### src/lfu_pkg.sv
// Shared types and default constants for the LFU cache table.
// Used by lfu_cache_table, lfu_table_checker and tb_lfu_cache_table; no dependencies.
`default_nettype none

package lfu_pkg;

    localparam int LFU_ENTRIES    = 16;
    localparam int LFU_KEY_BITS   = 32;
    localparam int LFU_VALUE_BITS = 32;
    localparam int LFU_COUNT_BITS = 16;

    // capacity register
    localparam int             CFG_BITS      = 5;
    localparam logic [CFG_BITS-1:0] CFG_CAP_RESET = 5'd16;

    typedef enum logic [1:0] {
        ACT_GET   = 2'd0,
        ACT_PUT   = 2'd1,
        ACT_PEEK  = 2'd2,
        ACT_CLEAR = 2'd3
    } t_action;

    typedef enum logic [2:0] {
        S_IDLE   = 3'd0,
        S_SCAN   = 3'd1,
        S_DECIDE = 3'd2,
        S_UPDATE = 3'd3,
        S_OUT    = 3'd4
    } t_state;

endpackage

`default_nettype wire

### src/lfu_cache_table.sv
// LFU cache table top level: sequencer, valid bits, occupancy and capacity register.
// Depends on lfu_pkg and lfu_ram (entry store holding key, value, count, recency rank).
`default_nettype none

// A table of ENTRIES key/value entries that evicts the least frequently used
// entry, the oldest one among equal counts. One request word enters on the
// slave stream (tuser = action: get, put, peek, clear) and one result word
// leaves on the master stream. Requests are handled one at a time: the entry
// RAM is walked once to find the key, the eviction candidate and the first
// free slot, and get hits and puts walk it a second time to rewrite recency
// ranks. Both walks go through the single RAM read port, one entry per cycle.
// The capacity register may be written at any time the block is idle; out of
// reset no clearing pass is needed.
module lfu_cache_table
#(
    parameter int ENTRIES    = lfu_pkg::LFU_ENTRIES,
    parameter int KEY_BITS   = lfu_pkg::LFU_KEY_BITS,
    parameter int VALUE_BITS = lfu_pkg::LFU_VALUE_BITS,
    parameter int COUNT_BITS = lfu_pkg::LFU_COUNT_BITS
) (
    input  wire logic                                i_clk,
    input  wire logic                                i_rst_n,
    // capacity register write
    input  wire logic                                i_cfg_valid,
    output logic                                     o_cfg_ready,
    input  wire logic [lfu_pkg::CFG_BITS-1:0]        i_cfg_data,
    // request stream
    input  wire logic                                i_s_tvalid,
    output logic                                     o_s_tready,
    // tdata: key, write_value (from bit 0 up), zero padded to bytes
    input  wire logic [((KEY_BITS+VALUE_BITS+7)/8)*8-1:0] i_s_tdata,
    // tuser: action
    input  wire logic [1:0]                          i_s_tuser,
    // result stream
    output logic                                     o_m_tvalid,
    input  wire logic                                i_m_tready,
    // tdata: read_value, use_count_out, evicted_key (from bit 0 up), zero padded
    output logic [((VALUE_BITS+COUNT_BITS+KEY_BITS+7)/8)*8-1:0] o_m_tdata,
    // tuser: hit, evicted
    output logic [1:0]                               o_m_tuser
);

    import lfu_pkg::*;

    localparam int IDX_W   = $clog2(ENTRIES);
    localparam int AGE_W   = $clog2(ENTRIES);
    localparam int OCC_W   = $clog2(ENTRIES + 1);
    localparam int CMP_W   = (OCC_W > CFG_BITS) ? OCC_W : CFG_BITS;
    localparam int OUT_W   = ((VALUE_BITS + COUNT_BITS + KEY_BITS + 7) / 8) * 8;
    localparam int WORD_W  = KEY_BITS + VALUE_BITS + COUNT_BITS + AGE_W;
    // word layout from bit 0: age, count, value, key
    localparam int CNT_LSB = AGE_W;
    localparam int VAL_LSB = AGE_W + COUNT_BITS;
    localparam int KEY_LSB = AGE_W + COUNT_BITS + VALUE_BITS;

    localparam logic [IDX_W:0]      CNT_END = (IDX_W+1)'(ENTRIES);
    localparam logic [CMP_W-1:0]    CAP_MAX = CMP_W'(ENTRIES);
    localparam logic [CMP_W-1:0]    CAP_MIN = CMP_W'(1);
    localparam logic [COUNT_BITS-1:0] COUNT_ONE = COUNT_BITS'(1);
    localparam logic [AGE_W-1:0]    AGE_ONE = AGE_W'(1);

    t_state                 r_state, n_state;
    logic [CFG_BITS-1:0]    r_cap, n_cap;
    logic [ENTRIES-1:0]     r_valid, n_valid;
    logic [OCC_W-1:0]       r_occ, n_occ;
    logic [IDX_W:0]         r_cnt, n_cnt;
    logic                   r_pend, n_pend;
    logic [IDX_W-1:0]       r_pidx, n_pidx;

    t_action                r_act, n_act;
    logic [KEY_BITS-1:0]    r_key, n_key;
    logic [VALUE_BITS-1:0]  r_wval, n_wval;

    logic                   r_hit, n_hit;
    logic [IDX_W-1:0]       r_slot, n_slot;
    logic [COUNT_BITS-1:0]  r_hcnt, n_hcnt;
    logic [VALUE_BITS-1:0]  r_hval, n_hval;
    logic [AGE_W-1:0]       r_hage, n_hage;

    logic                   r_vfound, n_vfound;
    logic [IDX_W-1:0]       r_vidx, n_vidx;
    logic [COUNT_BITS-1:0]  r_vcnt, n_vcnt;
    logic [AGE_W-1:0]       r_vage, n_vage;
    logic [KEY_BITS-1:0]    r_vkey, n_vkey;

    logic                   r_ffound, n_ffound;
    logic [IDX_W-1:0]       r_fidx, n_fidx;

    logic                   r_ev, n_ev;
    logic                   r_ins, n_ins;
    logic [IDX_W-1:0]       r_tgt, n_tgt;
    logic [WORD_W-1:0]      r_tword, n_tword;

    logic                   r_o_hit, n_o_hit;
    logic [VALUE_BITS-1:0]  r_o_rv, n_o_rv;
    logic [COUNT_BITS-1:0]  r_o_cnt, n_o_cnt;
    logic                   r_o_ev, n_o_ev;
    logic [KEY_BITS-1:0]    r_o_evk, n_o_evk;

    logic                   ram_we;
    logic [IDX_W-1:0]       ram_waddr;
    logic [WORD_W-1:0]      ram_wdata;
    logic [IDX_W-1:0]       ram_raddr;
    logic [WORD_W-1:0]      ram_rdata;

    logic [AGE_W-1:0]       rd_age;
    logic [COUNT_BITS-1:0]  rd_cnt;
    logic [VALUE_BITS-1:0]  rd_val;
    logic [KEY_BITS-1:0]    rd_key;
    logic [AGE_W-1:0]       new_age;

    logic [CMP_W-1:0]       cap_eff;
    logic                   full;
    logic [COUNT_BITS-1:0]  cnt_sat;
    logic [IDX_W-1:0]       ins_idx;

    lfu_ram #(
        .WIDTH (WORD_W),
        .DEPTH (ENTRIES)
    ) u_ram (
        .i_clk   (i_clk),
        .i_we    (ram_we),
        .i_waddr (ram_waddr),
        .i_wdata (ram_wdata),
        .i_raddr (ram_raddr),
        .o_rdata (ram_rdata)
    );

    assign rd_age = ram_rdata[AGE_W-1:0];
    assign rd_cnt = ram_rdata[CNT_LSB +: COUNT_BITS];
    assign rd_val = ram_rdata[VAL_LSB +: VALUE_BITS];
    assign rd_key = ram_rdata[KEY_LSB +: KEY_BITS];

    // clamp capacity into 1..ENTRIES
    always_comb begin
        if (r_cap == '0) begin
            cap_eff = CAP_MIN;
        end else if (CMP_W'(r_cap) > CAP_MAX) begin
            cap_eff = CAP_MAX;
        end else begin
            cap_eff = CMP_W'(r_cap);
        end
    end

    assign full    = CMP_W'(r_occ) >= cap_eff;
    assign cnt_sat = (r_hcnt == '1) ? r_hcnt : r_hcnt + COUNT_ONE;

    // new key lands in the lowest free slot, the victim's slot included
    always_comb begin
        if (full && r_vfound && (!r_ffound || r_vidx < r_fidx)) begin
            ins_idx = r_vidx;
        end else begin
            ins_idx = r_fidx;
        end
    end

    // rank rewrite: a touch ages entries younger than the touched one,
    // an insert ages every survivor, closing the victim's gap first
    always_comb begin
        if (r_ins) begin
            if (r_ev && rd_age > r_vage) begin
                new_age = rd_age;
            end else begin
                new_age = rd_age + AGE_ONE;
            end
        end else if (rd_age < r_hage) begin
            new_age = rd_age + AGE_ONE;
        end else begin
            new_age = rd_age;
        end
    end

    always_comb begin
        n_state  = r_state;
        n_cap    = r_cap;
        n_valid  = r_valid;
        n_occ    = r_occ;
        n_cnt    = r_cnt;
        n_pend   = 1'b0;
        n_pidx   = r_cnt[IDX_W-1:0];
        n_act    = r_act;
        n_key    = r_key;
        n_wval   = r_wval;
        n_hit    = r_hit;
        n_slot   = r_slot;
        n_hcnt   = r_hcnt;
        n_hval   = r_hval;
        n_hage   = r_hage;
        n_vfound = r_vfound;
        n_vidx   = r_vidx;
        n_vcnt   = r_vcnt;
        n_vage   = r_vage;
        n_vkey   = r_vkey;
        n_ffound = r_ffound;
        n_fidx   = r_fidx;
        n_ev     = r_ev;
        n_ins    = r_ins;
        n_tgt    = r_tgt;
        n_tword  = r_tword;
        n_o_hit  = r_o_hit;
        n_o_rv   = r_o_rv;
        n_o_cnt  = r_o_cnt;
        n_o_ev   = r_o_ev;
        n_o_evk  = r_o_evk;

        ram_we    = 1'b0;
        ram_waddr = r_pidx;
        ram_wdata = ram_rdata;
        ram_raddr = r_cnt[IDX_W-1:0];

        if (i_cfg_valid) begin
            n_cap = i_cfg_data;
        end

        case (r_state)
            S_IDLE: begin
                if (i_s_tvalid) begin
                    n_act    = t_action'(i_s_tuser);
                    n_key    = i_s_tdata[KEY_BITS-1:0];
                    n_wval   = i_s_tdata[KEY_BITS +: VALUE_BITS];
                    n_hit    = 1'b0;
                    n_vfound = 1'b0;
                    n_ffound = 1'b0;
                    n_cnt    = '0;
                    n_state  = S_SCAN;
                end
            end

            S_SCAN: begin
                if (r_cnt < CNT_END) begin
                    n_pend = 1'b1;
                    n_cnt  = r_cnt + 1'b1;
                end
                if (r_pend) begin
                    if (r_valid[r_pidx]) begin
                        if (!r_hit && rd_key == r_key) begin
                            n_hit  = 1'b1;
                            n_slot = r_pidx;
                            n_hcnt = rd_cnt;
                            n_hval = rd_val;
                            n_hage = rd_age;
                        end
                        if (!r_vfound || rd_cnt < r_vcnt ||
                            (rd_cnt == r_vcnt && rd_age > r_vage)) begin
                            n_vfound = 1'b1;
                            n_vidx   = r_pidx;
                            n_vcnt   = rd_cnt;
                            n_vage   = rd_age;
                            n_vkey   = rd_key;
                        end
                    end else if (!r_ffound) begin
                        n_ffound = 1'b1;
                        n_fidx   = r_pidx;
                    end
                end
                if (r_cnt == CNT_END) begin
                    n_state = S_DECIDE;
                end
            end

            S_DECIDE: begin
                n_o_hit = 1'b0;
                n_o_rv  = '0;
                n_o_cnt = '0;
                n_o_ev  = 1'b0;
                n_o_evk = '0;
                n_ev    = 1'b0;
                n_ins   = 1'b0;
                n_cnt   = '0;
                n_state = S_OUT;
                case (r_act)
                    ACT_GET: begin
                        if (r_hit) begin
                            n_o_hit = 1'b1;
                            n_o_rv  = r_hval;
                            n_o_cnt = cnt_sat;
                            n_tgt   = r_slot;
                            n_tword = {r_key, r_hval, cnt_sat, AGE_W'(0)};
                            n_state = S_UPDATE;
                        end
                    end
                    ACT_PEEK: begin
                        if (r_hit) begin
                            n_o_hit = 1'b1;
                            n_o_cnt = r_hcnt;
                        end
                    end
                    ACT_PUT: begin
                        if (r_hit) begin
                            n_o_hit = 1'b1;
                            n_o_cnt = cnt_sat;
                            n_tgt   = r_slot;
                            n_tword = {r_key, r_wval, cnt_sat, AGE_W'(0)};
                            n_state = S_UPDATE;
                        end else begin
                            n_ins   = 1'b1;
                            n_tgt   = ins_idx;
                            n_tword = {r_key, r_wval, COUNT_ONE, AGE_W'(0)};
                            n_state = S_UPDATE;
                            if (full && r_vfound) begin
                                // occupancy holds: one out, one in
                                n_ev             = 1'b1;
                                n_o_ev           = 1'b1;
                                n_o_evk          = r_vkey;
                                n_valid[r_vidx]  = 1'b0;
                            end else begin
                                n_occ = r_occ + 1'b1;
                            end
                            n_valid[ins_idx] = 1'b1;
                        end
                    end
                    ACT_CLEAR: begin
                        n_valid = '0;
                        n_occ   = '0;
                    end
                    default: begin
                        n_state = S_OUT;
                    end
                endcase
            end

            S_UPDATE: begin
                if (r_cnt < CNT_END) begin
                    n_pend = 1'b1;
                    n_cnt  = r_cnt + 1'b1;
                end
                if (r_pend) begin
                    if (r_pidx == r_tgt) begin
                        ram_we    = 1'b1;
                        ram_wdata = r_tword;
                    end else if (r_valid[r_pidx]) begin
                        ram_we    = 1'b1;
                        ram_wdata = {rd_key, rd_val, rd_cnt, new_age};
                    end
                end
                if (r_cnt == CNT_END) begin
                    n_state = S_OUT;
                end
            end

            S_OUT: begin
                if (i_m_tready) begin
                    n_state = S_IDLE;
                end
            end

            default: begin
                n_state = S_IDLE;
            end
        endcase
    end

    always_ff @(posedge i_clk) begin
        if (!i_rst_n) begin
            r_state <= S_IDLE;
            r_cap   <= CFG_CAP_RESET;
            r_valid <= '0;
            r_occ   <= '0;
            r_cnt   <= '0;
            r_pend  <= 1'b0;
        end else begin
            r_state <= n_state;
            r_cap   <= n_cap;
            r_valid <= n_valid;
            r_occ   <= n_occ;
            r_cnt   <= n_cnt;
            r_pend  <= n_pend;
        end
    end

    always_ff @(posedge i_clk) begin
        r_pidx   <= n_pidx;
        r_act    <= n_act;
        r_key    <= n_key;
        r_wval   <= n_wval;
        r_hit    <= n_hit;
        r_slot   <= n_slot;
        r_hcnt   <= n_hcnt;
        r_hval   <= n_hval;
        r_hage   <= n_hage;
        r_vfound <= n_vfound;
        r_vidx   <= n_vidx;
        r_vcnt   <= n_vcnt;
        r_vage   <= n_vage;
        r_vkey   <= n_vkey;
        r_ffound <= n_ffound;
        r_fidx   <= n_fidx;
        r_ev     <= n_ev;
        r_ins    <= n_ins;
        r_tgt    <= n_tgt;
        r_tword  <= n_tword;
        r_o_hit  <= n_o_hit;
        r_o_rv   <= n_o_rv;
        r_o_cnt  <= n_o_cnt;
        r_o_ev   <= n_o_ev;
        r_o_evk  <= n_o_evk;
    end

    assign o_cfg_ready = 1'b1;
    assign o_s_tready  = (r_state == S_IDLE);
    assign o_m_tvalid  = (r_state == S_OUT);
    assign o_m_tdata   = OUT_W'({r_o_evk, r_o_cnt, r_o_rv});
    assign o_m_tuser   = {r_o_ev, r_o_hit};

endmodule

`default_nettype wire

### src/lfu_ram.sv
// Generic simple dual-port RAM: one write port, one read port, registered read.
// No package dependency.
`default_nettype none

module lfu_ram #(
    parameter int WIDTH = 8,
    parameter int DEPTH = 16
) (
    input  wire logic                     i_clk,
    input  wire logic                     i_we,
    input  wire logic [$clog2(DEPTH)-1:0] i_waddr,
    input  wire logic [WIDTH-1:0]         i_wdata,
    input  wire logic [$clog2(DEPTH)-1:0] i_raddr,
    output logic      [WIDTH-1:0]         o_rdata
);

    logic [WIDTH-1:0] r_mem [DEPTH];

    always_ff @(posedge i_clk) begin
        if (i_we) begin
            r_mem[i_waddr] <= i_wdata;
        end
        o_rdata <= r_mem[i_raddr];
    end

endmodule

`default_nettype wire

### config.mk
export PLATFORM = sky130hd
export DESIGN_NAME = lfu_cache_table
export DESIGN_NICKNAME = d
export VERILOG_FILES = /design/src/lfu_pkg.sv /design/src/lfu_cache_table.sv /design/src/lfu_ram.sv
export SDC_FILE = /design/constraint.sdc
export NUM_CORES = 2
export LEC_CHECK = 0
export ABC_AREA = 0
export BUFFER_PORTS_ARGS = -buffer_cell sky130_fd_sc_hd__buf_4
export CAP_MARGIN = 30
export CORE_UTILIZATION = 25
export DETAILED_ROUTE_END_ITERATION = 6
export GPL_TIMING_DRIVEN = 0
export HOLD_SLACK_MARGIN = 0.15
export PLACE_DENSITY = 0.44
export SLEW_MARGIN = 40
export SYNTH_ARGS = -nofsm -noshare
export SYNTH_HDL_FRONTEND = slang
export SYNTH_SLANG_ARGS = --single-unit
### constraint.sdc
create_clock -name i_clk -period 9.58 [get_ports i_clk]
set_clock_uncertainty 0.05 [all_clocks]
set_input_delay 1.916 -clock i_clk [delete_from_list [all_inputs] [get_ports i_clk]]
set_output_delay 1.916 -clock i_clk [all_outputs]
set_load 0.03 [all_outputs]
==> impl_results.md <==
- Status: finished clean
- Site row count: 192
- Post-route ant nets: 0
- Total setup violations reported at the end of the flow: 0
- Placed insts: slightly above 7k
- CTS tree: done
- Wire length per cell: 25.0 um
- CP Max Fanout: 10
- Max Cap Viol: 0
- Post-synthesis sequential area ratio: slightly below 80%
- RSZ-0062 raised after global routing: false
- Most frequent CP cell: buf_4
- First-pass GRT wire length: around 260000 um
- Pre-CTS WS: between 5 and 6 ns
- Final Hold Fails: 0
- Synthesized flop and latch total: approximately 1.8k
- Top FF cell, synth: edfxtp_1
- WHS Path Cells: 0
- Slowest CP cell: nor3_2
- Post-CTS Setup Repair Bufs: 0
- Largest net degree at the start of global routing: 40
- Fin crit share: around 45%
- Htree depth: 4
- Port buffer count: 158
- Hold crit path type: reg2reg
- Final core occ: a little under a third
- Dpl hpwl: 127000 um
- Cell variety after synth: 68
- R2R depth: 14
- Leakage: 26.6 nW
- Worst path required time: roughly 10 ns
- Nets: 3777
- Layout fillers: 26.4k
- Vias in the first global route: 34.0k
- CP max stage delay: around 0.57 ns
- CTS Buf Count: 195
- Startpoint types: register
- Synthesized netlist cell count: 3095
- Die span in y: 526 um
- Crit path time final: roughly 4.3 ns
- Max-slew headroom: 41.3%
- Hold_buf cts: 0
- Die area: 277000 um^2
- Final WS setup: between 5 and 6 ns
- # IOs: between 150 and 200
- Critical Path Start: r_pidx[0]
- Crit Reg-Reg Startpoint: r_pidx[0]
- DR vias: between 30k and 40k
- Global Route Usage Sum: 13.3%
- Number of enable flip-flop cells after synthesis: 1696
- WL final: 185000 um
- Core ar.: 273000 um^2
- Worst setup EP type: register
- Skew-Pair Late Insertion Delay: roughly 0.84 ns
- Netlist Area Pre-Place: between 60000 and 70000 um^2
- Hold Startpoint: r_cnt[3]
- Commonest non-fill, non-tap cell in the layout: edfxtp_1
- Clk Tree Root Cell: clkbuf_16
- Hold WS: 0.298 ns
- Synth async-reset ratio: 0%
- Initial Utilization: roughly 25%
- Post-Layout Cell Count: roughly 7.4k
- Area added between synthesis and finish: 22.4%
- Max VDD drop: between 0.1 and 0.15 mV
- Most frequent cells in the layout: 1696 x edfxtp_1, 420 x mux4_2, 227 x buf_4, 200 x clkbuf_16, 123 x dfxtp_1
- P per Cell Area: 207 nW/um^2
- Global route overflow: 0
- WP data arrival: 4.77 ns
- Crit path kind: reg2reg
- Drt via density: ~4.4
- Drt first pass iters: 5
- Achievable frequency: around 230 MHz
- Syn_area_per_cell: 22.2 um^2
- Reg clk slew, reported paths: 0.06 ns
- Layout cell share with drive strength beyond 1: 35.2%
- Clk sink count: 1819
- 1st-iter DRT viols: around 2.5k
- Yosys warns: 0
- Post-CTS Resized: 0
- Routability cong.: 0.777
- Tightest Pin Transition: around 0.88 ns
- Die X-Extent: 526 um
- Slew Limit Fails: 0
- Drc violations: 0
- Final TNS setup: 0 ns
- Clk buf depth: 4
- Initial antenna violation count: 10
- Post-Syn Nets: about 3.2k
- Worst-path cell chain: buf_2, mux4_1, mux2i_1, mux2i_4, a21o_4, nand3b_1, nor3_2, buf_4, buf_4, buf_6, buf_4, buf_4, buf_4, buf_4
synth_stat cells (4+ instances only):
cell type | n | area (um^2)
a211oi_1 | 4 | 30.0
a21o_1 | 4 | 30.0
a21oi_1 | 27 | 135
a31oi_1 | 5 | 31.3
and2_1 | 67 | 419
and3_1 | 5 | 31.3
and4_1 | 4 | 35.0
buf_1 | 4 | 15.0
buf_2 | 50 | 250
buf_4 | 11 | 82.6
clkbuf_1 | 77 | 289
dfxtp_1 | 123 | 2460
edfxtp_1 | 1696 | 50900
ha_1 | 36 | 450
inv_1 | 43 | 161
mux2_2 | 111 | 1250
mux2i_1 | 10 | 100
mux4_1 | 4 | 105
mux4_2 | 420 | 9460
nand2_1 | 50 | 188
nand2b_1 | 11 | 68.8
nand3_1 | 38 | 190
nand4_1 | 10 | 62.6
nor2_1 | 63 | 236
nor2b_1 | 9 | 56.3
nor3_1 | 19 | 95.1
nor4_1 | 7 | 43.8
o211a_1 | 4 | 40.0
o21a_1 | 7 | 52.6
o21ai_0 | 41 | 205
o311ai_0 | 27 | 236
or3_1 | 5 | 31.3
or4_1 | 4 | 30.0
xnor2_1 | 14 | 123
xor2_1 | 37 | 324
area by class of cell:
cell class | instances | area [um^2] | share of cell area (%)
Sequential cell | 1819 | 53400 | 63.5
Buffer | 144 | 726 | 0.863
Timing Repair Buffer | 373 | 4370 | 5.19
Inverter | 44 | 173 | 0.205
Clock inverter | 86 | 833 | 0.991
Multi-Input combinational cell | 1088 | 14700 | 17.4
Antenna cell | 3 | 7.51 | 0.00893
Tap cell | 3589 | 4490 | 5.34
Clock buffer | 266 | 5420 | 6.45
critical path: cells and delay by family (launching register included):
kind | cells | cell delay, ns
DFF | 1 | 0.51
and+or+nand+nor | 2 | 0.88
AOI/OAI and AO/OA | 1 | 0.19
buffers and inverters | 8 | 1.66
muxes | 3 | 0.68
metrics by stage:
stage | power (W) | instance area, um^2
floorplan | 0.00967 | 68700
global placement | 0.0101 | 74400
detailed placement | 0.0101 | 77800
CTS | 0.0176 | 84100
global route | 0.0180 | 84100
finish | 0.0174 | 84100
metal layers:
layer,global-route usage [%],routed length [um],vias to the layer above
met5,0,0,-
met4,2.98,3520,0
met3,2.01,7940,227
met2,21.6,88400,732
met1,18.6,85400,17500
li1,-,-,14000
path summary, 6_finish.rpt:
| kind | slack [ns] | endpoint |
|---|---|---|
| setup reg to reg | 5.27 | u_ram.r_mem[4][36] |
| setup / recovery | 5.27 | u_ram.r_mem[4][36] |
| hold / removal | 0.30 | r_pidx[3] |
| hold reg to reg | 0.30 | r_pidx[3] |
registers in the layout, indices dropped and copies added (netlist names), 5 cells and up:
signal,count
u_ram.r_mem,1344
u_ram.o_rdata,84
r_tword,80
r_hval,32
r_key,32
r_o_evk,32
r_o_rv,32
r_vkey,32
r_wval,32
r_hcnt,16
r_o_cnt,16
r_valid,16
r_vcnt,16
r_cap,5
r_cnt,5
r_occ,5
cells by family (layout without fill, tap and decap cells):
group	count (synthesis)	count (layout)	share of synthesized area (%)
DFF	1819	1819	77.7
xor gates and xnor gates	51	51	0.650
muxes	547	547	15.9
AOI/OAI and AO/OA	140	140	1.38
and+or+nand+nor	313	313	2.43
buffers and inverters	188	913	1.19
other	1	4	0.00546
adders and majority gates	36	36	0.656
where the power goes:
part	switching, W	internal [W]	total (W)
sequential	0.0000834	0.00885	0.00893
clock	0.00310	0.00436	0.00746
combinational	0.000586	0.000390	0.000975
Note: power is estimated with default switching activity, not from simulation.
